`src/rtl/core/plt_pkg.sv`:
```
`timescale 1ns / 1ps
// ----------------------------------------------------------------------------
// plt_pkg
// shared types, constants and helpers of the prefix lifetime table
// ----------------------------------------------------------------------------
package plt_pkg;

  localparam int unsigned DEFAULT_ENTRIES = 8;
  localparam int unsigned MAX_RESULTS     = 8;
  localparam int unsigned CNT_W           = $clog2(MAX_RESULTS + 1);
  localparam int unsigned SLOT_W          = 3;

  localparam logic [31:0] ALL32 = 32'hFFFF_FFFF;

  // action codes on the result channel
  localparam logic [1:0] ACT_NONE   = 2'd0;
  localparam logic [1:0] ACT_ADD    = 2'd1;
  localparam logic [1:0] ACT_REMOVE = 2'd2;
  localparam logic [1:0] ACT_DEMOTE = 2'd3;

  // command codes on the input channel
  localparam logic CMD_AGE    = 1'b0;
  localparam logic CMD_PREFIX = 1'b1;

  // bit positions in the stored flag nibble
  localparam int unsigned FLAG_PREF  = 0;
  localparam int unsigned FLAG_SLAAC = 1;
  localparam int unsigned FLAG_DHCP  = 2;
  localparam int unsigned FLAG_CONF  = 3;

  typedef struct packed {
    logic [63:0] prefix_high;
    logic [63:0] prefix_low;
    logic [7:0]  length;
    logic [3:0]  flags;
    logic [31:0] valid_deadline;
  } plt_entry_t;

  typedef struct packed {
    logic [1:0]        action;
    logic [SLOT_W-1:0] slot;
    logic [63:0]       prefix_high;
    logic [63:0]       prefix_low;
    logic [7:0]        length;
    logic              preferred;
    logic              slaac;
    logic              dhcp;
    logic              configure;
    logic              last;
  } plt_result_t;

  // absolute deadline, saturating at all-ones
  function automatic logic [31:0] deadline_of(input logic [31:0] now,
                                              input logic [31:0] life);
    logic [32:0] sum;
    sum = {1'b0, now} + {1'b0, life};
    if (life == ALL32 || sum[32]) begin
      return ALL32;
    end
    return sum[31:0];
  endfunction

  // ones in the leading len bits, all ones for any length of 128 or more
  function automatic logic [127:0] prefix_mask(input logic [7:0] len);
    return ~({128{1'b1}} >> len);
  endfunction

  function automatic plt_result_t nothing_result();
    plt_result_t r;
    r      = '0;
    r.last = 1'b1;
    return r;
  endfunction

endpackage

```
`src/rtl/core/plt_ram.sv`:
```
`timescale 1ns / 1ps
// ----------------------------------------------------------------------------
// plt_ram
// generic single write port, single read port ram with registered read
// ----------------------------------------------------------------------------
module plt_ram #(
  parameter int unsigned WIDTH = 32,
  parameter int unsigned DEPTH = 8,
  localparam int unsigned AW   = (DEPTH > 1) ? $clog2(DEPTH) : 1
) (
  input  logic             clk_i,
  input  logic             we_i,
  input  logic [AW-1:0]    waddr_i,
  input  logic [WIDTH-1:0] wdata_i,
  input  logic             re_i,
  input  logic [AW-1:0]    raddr_i,
  output logic [WIDTH-1:0] rdata_o
);

  logic [WIDTH-1:0] mem_q [DEPTH];
  logic [WIDTH-1:0] rdata_q;

  always_ff @(posedge clk_i) begin
    if (we_i) begin
      mem_q[waddr_i] <= wdata_i;
    end
    if (re_i) begin
      rdata_q <= mem_q[raddr_i];
    end
  end

  assign rdata_o = rdata_q;

endmodule

```
`src/rtl/core/prefix_lifetime_table.sv`:
```
`timescale 1ns / 1ps
// ----------------------------------------------------------------------------
// prefix_lifetime_table
// table of advertised ipv6 prefixes with valid and preferred deadlines
// ----------------------------------------------------------------------------
//  channel | dir | handshake                 | payload
//  --------+-----+---------------------------+--------------------------------------------
//  input   | in  | in_valid_i / in_ready_o   | cmd, now, prefix, length, lifetimes, flags
//  result  | out | out_valid_o / out_ready_i | action, slot, entry fields, flags, last
//
//  an item walks the table one entry at a time (ram read, then evaluate), as set by the
//  single ram read port and the shared compare logic; an ignored prefix item skips the
//  walk and returns a nothing result.
//  reset empties the table at once: occupancy and deadline-written bits are flops.
//  in_ready_o is high only between items; an age walk parks one result beside the
//  output register and stalls when a further result finds both still full.
// ----------------------------------------------------------------------------
module prefix_lifetime_table import plt_pkg::*; #(
  parameter int unsigned ENTRIES = DEFAULT_ENTRIES
) (
  input  logic        clk_i,
  input  logic        rst_ni,
  // input item
  input  logic        in_valid_i,
  output logic        in_ready_o,
  input  logic        cmd_i,
  input  logic [31:0] now_i,
  input  logic [63:0] prefix_high_i,
  input  logic [63:0] prefix_low_i,
  input  logic [7:0]  prefix_length_i,
  input  logic [31:0] valid_lifetime_i,
  input  logic [31:0] preferred_lifetime_i,
  input  logic        autoconf_flag_i,
  input  logic        managed_flag_i,
  input  logic        other_config_flag_i,
  // result item
  output logic        out_valid_o,
  input  logic        out_ready_i,
  output logic [1:0]  action_o,
  output logic [2:0]  slot_o,
  output logic [63:0] out_prefix_high_o,
  output logic [63:0] out_prefix_low_o,
  output logic [7:0]  out_length_o,
  output logic        preferred_o,
  output logic        slaac_o,
  output logic        dhcp_o,
  output logic        configure_o,
  output logic        last_o
);

  localparam int unsigned IDX_W = (ENTRIES > 1) ? $clog2(ENTRIES) : 1;
  localparam logic [IDX_W-1:0] LAST_IDX = IDX_W'(ENTRIES - 1);
  localparam logic [CNT_W-1:0] LAST_CNT = CNT_W'(MAX_RESULTS - 1);

  // sequencer states
  localparam logic [2:0] S_IDLE   = 3'd0;
  localparam logic [2:0] S_READ   = 3'd1;
  localparam logic [2:0] S_EVAL   = 3'd2;
  localparam logic [2:0] S_WRITE  = 3'd3;
  localparam logic [2:0] S_FINISH = 3'd4;
  localparam logic [2:0] S_NONE   = 3'd5;

  // control state
  logic [2:0]         state_q, state_d;
  logic [IDX_W-1:0]   idx_q, idx_d;
  logic [ENTRIES-1:0] used_q, used_d;
  logic [ENTRIES-1:0] pdv_q, pdv_d;
  logic               out_valid_q, out_valid_d;
  logic               pend_q, pend_d;
  logic               match_q, match_d;
  logic               free_q, free_d;
  logic [CNT_W-1:0]   cnt_q, cnt_d;

  // item and scan payload
  logic               cmd_q;
  logic [31:0]        now_q;
  logic [63:0]        hi_q;
  logic [63:0]        lo_q;
  logic [7:0]         len_q;
  logic [31:0]        vl_q;
  logic [31:0]        pl_q;
  logic               af_q, mf_q, of_q;
  logic [IDX_W-1:0]   match_idx_q, free_idx_q, best_idx_q;
  logic               best_pref_q;
  logic [31:0]        best_vd_q, best_pd_q;
  plt_result_t        out_q, out_d;
  plt_result_t        pend_res_q, pend_res_d;

  // ram ports
  logic               main_we, pd_we, ram_re;
  logic [IDX_W-1:0]   main_waddr;
  plt_entry_t         main_wdata, rd_entry;
  logic [31:0]        rd_pd;

  // shared evaluation unit
  logic               accept;
  logic               out_free;
  logic [31:0]        pd_eff;
  logic [127:0]       mask;
  logic               hit, less, expired, demote, change, stall;
  logic [IDX_W-1:0]   sel_slot;
  logic               take_best;
  plt_result_t        new_res;
  plt_entry_t         demoted_entry;
  logic [3:0]         new_flags;

  assign accept   = in_valid_i && in_ready_o;
  assign out_free = !out_valid_q || out_ready_i;
  assign ram_re   = (state_q == S_READ);

  plt_ram #(
    .WIDTH ($bits(plt_entry_t)),
    .DEPTH (ENTRIES)
  ) u_main_ram (
    .clk_i   (clk_i),
    .we_i    (main_we),
    .waddr_i (main_waddr),
    .wdata_i (main_wdata),
    .re_i    (ram_re),
    .raddr_i (idx_q),
    .rdata_o (rd_entry)
  );

  // preferred deadline kept apart: a zero preferred lifetime leaves it alone
  plt_ram #(
    .WIDTH (32),
    .DEPTH (ENTRIES)
  ) u_pd_ram (
    .clk_i   (clk_i),
    .we_i    (pd_we),
    .waddr_i (sel_slot),
    .wdata_i (deadline_of(now_q, pl_q)),
    .re_i    (ram_re),
    .raddr_i (idx_q),
    .rdata_o (rd_pd)
  );

  // a preferred deadline never written reads as zero, masked by its written bit
  assign pd_eff = pdv_q[idx_q] ? rd_pd : 32'd0;
  assign mask   = prefix_mask(len_q);

  assign hit = used_q[idx_q] && (rd_entry.length == len_q)
            && (((hi_q ^ rd_entry.prefix_high) & mask[127:64]) == 64'd0)
            && (((lo_q ^ rd_entry.prefix_low) & mask[63:0]) == 64'd0);

  // eviction order: non-preferred first, then valid deadline, then preferred
  always_comb begin
    if (rd_entry.flags[FLAG_PREF] != best_pref_q) begin
      less = !rd_entry.flags[FLAG_PREF];
    end else if (rd_entry.valid_deadline != best_vd_q) begin
      less = rd_entry.valid_deadline < best_vd_q;
    end else begin
      less = pd_eff < best_pd_q;
    end
  end
  assign take_best = (idx_q == '0) || less;

  assign expired = used_q[idx_q] && (rd_entry.valid_deadline != ALL32)
                && (rd_entry.valid_deadline <= now_q);
  assign demote  = used_q[idx_q] && !expired && rd_entry.flags[FLAG_PREF]
                && (pd_eff != ALL32) && (pd_eff < now_q);
  assign change  = expired || demote;
  assign stall   = change && pend_q && !out_free;

  assign sel_slot = match_q ? match_idx_q : (free_q ? free_idx_q : best_idx_q);

  assign new_flags = {of_q, mf_q, af_q, (pl_q != 32'd0)};

  always_comb begin
    demoted_entry                  = rd_entry;
    demoted_entry.flags[FLAG_PREF] = 1'b0;
  end

  // result for the entry under evaluation in an age walk
  always_comb begin
    new_res             = '0;
    new_res.action      = expired ? ACT_REMOVE : ACT_DEMOTE;
    new_res.slot        = SLOT_W'(idx_q);
    new_res.prefix_high = rd_entry.prefix_high;
    new_res.prefix_low  = rd_entry.prefix_low;
    new_res.length      = rd_entry.length;
    new_res.preferred   = expired ? rd_entry.flags[FLAG_PREF] : 1'b0;
    new_res.slaac       = rd_entry.flags[FLAG_SLAAC];
    new_res.dhcp        = rd_entry.flags[FLAG_DHCP];
    new_res.configure   = rd_entry.flags[FLAG_CONF];
    new_res.last        = 1'b0;
  end

  // sequencer
  always_comb begin
    state_d     = state_q;
    idx_d       = idx_q;
    used_d      = used_q;
    pdv_d       = pdv_q;
    pend_d      = pend_q;
    match_d     = match_q;
    free_d      = free_q;
    cnt_d       = cnt_q;
    out_d       = out_q;
    pend_res_d  = pend_res_q;
    out_valid_d = out_valid_q && !out_ready_i;
    main_we     = 1'b0;
    main_waddr  = idx_q;
    main_wdata  = demoted_entry;
    pd_we       = 1'b0;

    case (state_q)
      S_IDLE: begin
        if (accept) begin
          idx_d   = '0;
          match_d = 1'b0;
          free_d  = 1'b0;
          pend_d  = 1'b0;
          cnt_d   = '0;
          if (cmd_i == CMD_PREFIX && valid_lifetime_i == 32'd0) begin
            state_d = S_NONE;
          end else begin
            state_d = S_READ;
          end
        end
      end
      S_READ: begin
        state_d = S_EVAL;
      end
      S_EVAL: begin
        if (cmd_q == CMD_PREFIX) begin
          if (hit) begin
            match_d = 1'b1;
            state_d = S_WRITE;
          end else begin
            if (!used_q[idx_q] && !free_q) begin
              free_d = 1'b1;
            end
            if (idx_q == LAST_IDX) begin
              state_d = S_WRITE;
            end else begin
              idx_d   = idx_q + 1'b1;
              state_d = S_READ;
            end
          end
        end else if (!stall) begin
          if (change) begin
            if (pend_q) begin
              out_d       = pend_res_q;
              out_valid_d = 1'b1;
            end
            pend_res_d = new_res;
            pend_d     = 1'b1;
            cnt_d      = cnt_q + 1'b1;
            if (expired) begin
              used_d[idx_q] = 1'b0;
            end else begin
              main_we = 1'b1;
            end
          end
          if ((change && cnt_q == LAST_CNT) || idx_q == LAST_IDX) begin
            state_d = S_FINISH;
          end else begin
            idx_d   = idx_q + 1'b1;
            state_d = S_READ;
          end
        end
      end
      S_WRITE: begin
        if (out_free) begin
          main_we                   = 1'b1;
          main_waddr                = sel_slot;
          main_wdata.prefix_high    = hi_q;
          main_wdata.prefix_low     = lo_q;
          main_wdata.length         = len_q;
          main_wdata.flags          = new_flags;
          main_wdata.valid_deadline = deadline_of(now_q, vl_q);
          used_d[sel_slot]          = 1'b1;
          if (pl_q != 32'd0) begin
            pd_we           = 1'b1;
            pdv_d[sel_slot] = 1'b1;
          end
          out_d.action      = ACT_ADD;
          out_d.slot        = SLOT_W'(sel_slot);
          out_d.prefix_high = hi_q;
          out_d.prefix_low  = lo_q;
          out_d.length      = len_q;
          out_d.preferred   = new_flags[FLAG_PREF];
          out_d.slaac       = new_flags[FLAG_SLAAC];
          out_d.dhcp        = new_flags[FLAG_DHCP];
          out_d.configure   = new_flags[FLAG_CONF];
          out_d.last        = 1'b1;
          out_valid_d       = 1'b1;
          state_d           = S_IDLE;
        end
      end
      S_FINISH: begin
        if (out_free) begin
          if (pend_q) begin
            out_d      = pend_res_q;
            out_d.last = 1'b1;
          end else begin
            out_d = nothing_result();
          end
          pend_d      = 1'b0;
          out_valid_d = 1'b1;
          state_d     = S_IDLE;
        end
      end
      S_NONE: begin
        if (out_free) begin
          out_d       = nothing_result();
          out_valid_d = 1'b1;
          state_d     = S_IDLE;
        end
      end
      default: begin
        state_d = S_IDLE;
      end
    endcase
  end

  always_ff @(posedge clk_i or negedge rst_ni) begin
    if (!rst_ni) begin
      state_q     <= S_IDLE;
      idx_q       <= '0;
      used_q      <= '0;
      pdv_q       <= '0;
      out_valid_q <= 1'b0;
      pend_q      <= 1'b0;
      match_q     <= 1'b0;
      free_q      <= 1'b0;
      cnt_q       <= '0;
    end else begin
      state_q     <= state_d;
      idx_q       <= idx_d;
      used_q      <= used_d;
      pdv_q       <= pdv_d;
      out_valid_q <= out_valid_d;
      pend_q      <= pend_d;
      match_q     <= match_d;
      free_q      <= free_d;
      cnt_q       <= cnt_d;
    end
  end

  // payload registers, no reset
  always_ff @(posedge clk_i) begin
    out_q      <= out_d;
    pend_res_q <= pend_res_d;
    if (accept) begin
      cmd_q <= cmd_i;
      now_q <= now_i;
      hi_q  <= prefix_high_i;
      lo_q  <= prefix_low_i;
      len_q <= prefix_length_i;
      vl_q  <= valid_lifetime_i;
      pl_q  <= preferred_lifetime_i;
      af_q  <= autoconf_flag_i;
      mf_q  <= managed_flag_i;
      of_q  <= other_config_flag_i;
    end
    if (state_q == S_EVAL && cmd_q == CMD_PREFIX) begin
      if (hit) begin
        match_idx_q <= idx_q;
      end
      if (!used_q[idx_q] && !free_q) begin
        free_idx_q <= idx_q;
      end
      if (take_best) begin
        best_idx_q  <= idx_q;
        best_pref_q <= rd_entry.flags[FLAG_PREF];
        best_vd_q   <= rd_entry.valid_deadline;
        best_pd_q   <= pd_eff;
      end
    end
  end

  assign in_ready_o        = (state_q == S_IDLE);
  assign out_valid_o       = out_valid_q;
  assign action_o          = out_q.action;
  assign slot_o            = out_q.slot;
  assign out_prefix_high_o = out_q.prefix_high;
  assign out_prefix_low_o  = out_q.prefix_low;
  assign out_length_o      = out_q.length;
  assign preferred_o       = out_q.preferred;
  assign slaac_o           = out_q.slaac;
  assign dhcp_o            = out_q.dhcp;
  assign configure_o       = out_q.configure;
  assign last_o            = out_q.last;

endmodule
```
`config.mk`:
```
export PLATFORM = sky130hd
export DESIGN_NAME = prefix_lifetime_table
export DESIGN_NICKNAME = d
export VERILOG_FILES = /design/src/rtl/core/plt_pkg.sv /design/src/rtl/core/plt_ram.sv /design/src/rtl/core/prefix_lifetime_table.sv
export SDC_FILE = /design/constraint.sdc
export NUM_CORES = 2
export LEC_CHECK = 0
export BUFFER_PORTS_ARGS = -buffer_cell sky130_fd_sc_hd__buf_2
export CAP_MARGIN = 20
export CORE_MARGIN = 2
export CORE_UTILIZATION = 45
export DETAILED_ROUTE_END_ITERATION = 10
export PLACE_DENSITY = 0.62
export SETUP_SLACK_MARGIN = 0.2
export SYNTH_ARGS = -nofsm -noshare
export SYNTH_HDL_FRONTEND = slang
export SYNTH_SLANG_ARGS = --single-unit
```
`constraint.sdc`:
```
create_clock -name clk_i -period 18.32 [get_ports clk_i]
set_input_delay 0.916 -clock clk_i [delete_from_list [all_inputs] [get_ports clk_i]]
set_output_delay 0.916 -clock clk_i [all_outputs]
set_load 0.05 [all_outputs]
```
==> reports/summary.txt <==
Clk_lat worst skew - 0.93 ns
Vias per cell - 6.12
# DRC - 0
Data required time of the worst path - 18.80 ns
Hold Fails Final Rpt - 0
Most frequent cells in the layout - edfxtp_1, a22oi_1, nand2_1, buf_2, nand4_1
# fillers - 17504
Die area - 218000 sq um
Post-synth EDFFs - 2436
Synth area leader - edfxtp_1
Final slew viol count - 0
Measured slew at the worst slew-check pin - 1.20 ns
Worst EP arrival - 7.85 ns
Largest net degree at the start of global routing - 154
DR vias - 57797
DP Wirelength - 165000 microns
Leak pwr - 0.0369 uW
Final period util - 0.403
Htree depth - 4
Most common cell after layout, fill and taps aside - edfxtp_1
Register clock-pin slew on the reported worst setup and hold paths - 0.06 ns
Placed cells - 8996
First-pass GRT wire length - 396000 microns
Post-route ant nets - 0
Placer Congestion - 0.926
Wire per inst - 29.4 microns
Initial Utilization - 0.451
DR iter-0 viols - 6847
RSZ-0062 raised after global routing - no
Seq/Total Area, Yosys - 0.765
CTS Hold Bufs - 0
Met1 GRT Util - 0.369
Multi-input logic area - 21200 sq um
Max Freq - 136 MHz
Async SR Flop Fraction - 0.0122
TritonCTS buffer count - 239
Resized cells post-CTS - 0
Total GRT Usage - 0.248
Pre-CTS WS - 11.01 ns
Synth top area share - 0.757
Die Wd - 467 microns
Final Util - 0.513
Number of nets in the layout - 6836
Status - complete, no violations
Register bit total from synthesis - 2466
Pwr per Cell Area - 177 nW/um^2
Crit path time final - 7.38 ns
Critical path class - register to register
Critical path endpoint category - register
Yosys warns - 0
GR Util met3 - 0.0427
Gr ovfl total - 0
Setup WS post-layout - 10.94 ns
Num ports - 388
Die height - 467 microns
Worst Setup Start Kind - register
CTS Root Cell - clkbuf_16
Max Cap Viol - 0
Worst Skew - 0.131 ns
Count of final setup violators - 0
Filler-free cell count of the finished design - 9445
GR Layer Usage met2 - 0.373
Worst VDD drop - 0.176 mV
Share of layout cells above drive strength 1 - 0.135
Register Area - 73900 sq um
Min-Delay Path Class - input port to asynchronous set/reset pin
Post-CTS setup buffer count - 0
Core area - 214000 sq um
Rel. slew slack - 0.201
Final setup TNS - 0 ns
Worst Path Max Fanout - 121
DRT Pass-1 Iters - 6
Min Hold Slack - 0.136 ns
Initial antenna violation count - 16
Area contributors post-synth - edfxtp_1, a22oi_1, ha_1
Vias in the first global route - 55087
Clk buf depth - 3
Row count - 170
Synthesized instance count - 5981
Post-Syn Area - 96600 sq um
Syn Area/Cell - 16.1 sq um
PortBufs - 387
Sink Count - 2466
Gr busiest metal - met2
CTS tree - yes
Syn-to-layout area delta - 13.7%
Net Count, Synth - 6417
Main synth FF type - edfxtp_1
Overall routed net length - 277000 microns
Yosys cell types - 93
[state kept, by name, summed over array words and instances, names as in the netlist, 4 cells and up]
name,flops
hi_q,64
lo_q,64
vl_q,32
len_q,8
pend_res_q,144
pdv_q,8
out_prefix_high_o,64
now_q,32
used_q,8
out_length_o,8
u_main_ram.rdata_o,172
best_pd_q,32
u_pd_ram.rdata_o,32
u_main_ram.mem_q,1376
out_prefix_low_o,64
pl_q,32
cnt_q,4
u_pd_ram.mem_q,256
best_vd_q,32
[routing by layer]
layer	up-vias	routed length, microns
met2	2787	125000
met3	420	23000
met1	29670	121000
li1	24916	-
met5	-	14
met4	4	8530
[final timing paths]
| check | from | endpoint | slack, ns | cells past startpoint |
|---|---|---|---|---|
| hold reg to reg | u_main_ram.rdata_o[33] | pend_res_q[3] | 0.45 | 0 |
| setup reg to reg | idx_q[2] | u_main_ram.mem_q[5][66] | 10.94 | 17 |
| setup / recovery | idx_q[2] | u_main_ram.mem_q[5][66] | 10.94 | 17 |
| min in group clk_i | prefix_low_i[5] | lo_q[5] | 0.16 | 1 |
| hold / removal | rst_ni | state_q[2] | 0.14 | 1 |
| max in group asynchronous | rst_ni | used_q[0] | 17.69 | 1 |
[critical path, stage by stage, from the launching register on]
cell	delay, ns
dfrtp_1	0.87
inv_2	0.21
mux2_1	0.26
nor2_1	0.04
or3_1	0.41
buf_4	0.27
and2_1	0.24
ha_1	0.33
a21oi_1	0.16
nand3_1	0.10
a221oi_1	0.41
o22ai_1	0.14
a311oi_2	0.41
nor4b_1	0.65
a22oi_1	0.43
nor2_4	0.23
buf_12	0.59
buf_4	0.87
[metrics by stage]
stage / power, uW / area, sq um
after floorplan: 12500 / 96600
after detailed placement: 14700 / 102000
final: 19500 / 110000
after global placement: 14600 / 102000
after global routing: 20300 / 110000
after CTS: 19500 / 110000
[power breakdown]
group	total, uW	switching (uW)	internal, uW
Sequential	8960	615	8350
Combinational	5650	4290	1360
Clock	4880	2160	2720
[final cells by class]
type,instances,area share
clock inverter,157,0.0152
timing repair buffer,475,0.0251
clock buffer,281,0.0559
inverter,134,0.00465
sequential,2466,0.673
antenna,10,0.000228
multi-input combinational,3084,0.194
tap,2838,0.0323
[cell usage after synthesis, drive strengths merged (7+ instances only)]
cell type	number
a211oi	25
a21o	48
a21oi	147
a22o	137
a22oi	824
a31oi	22
a41oi	8
and2	38
and3	8
buf	52
clkbuf	245
dfrtp	30
edfxtp	2436
ha	194
inv	133
mux2i	12
nand2	544
nand2b	16
nand3	30
nand4	283
nor2	106
nor2b	20
nor3	30
nor4	52
o211ai	17
o21a	17
o21ai	124
o21bai	8
o22a	30
o22ai	15
o31ai	7
or2	16
or3	9
or4	7
xnor2	89
xor2	92
[logic make-up after synthesis]
family                   count (synthesis)  synth area share
AND/OR/NAND/NOR                       1186            0.0602
adder cells (fa/ha/maj)                197            0.0257
AO/OA/AOI/OAI                         1501             0.113
flip-flops                            2466             0.765
XOR/XNOR                               181            0.0164
buffers and inverters                  431            0.0172
multiplexers                            19           0.00237
Power figures use the tool's default switching activity.
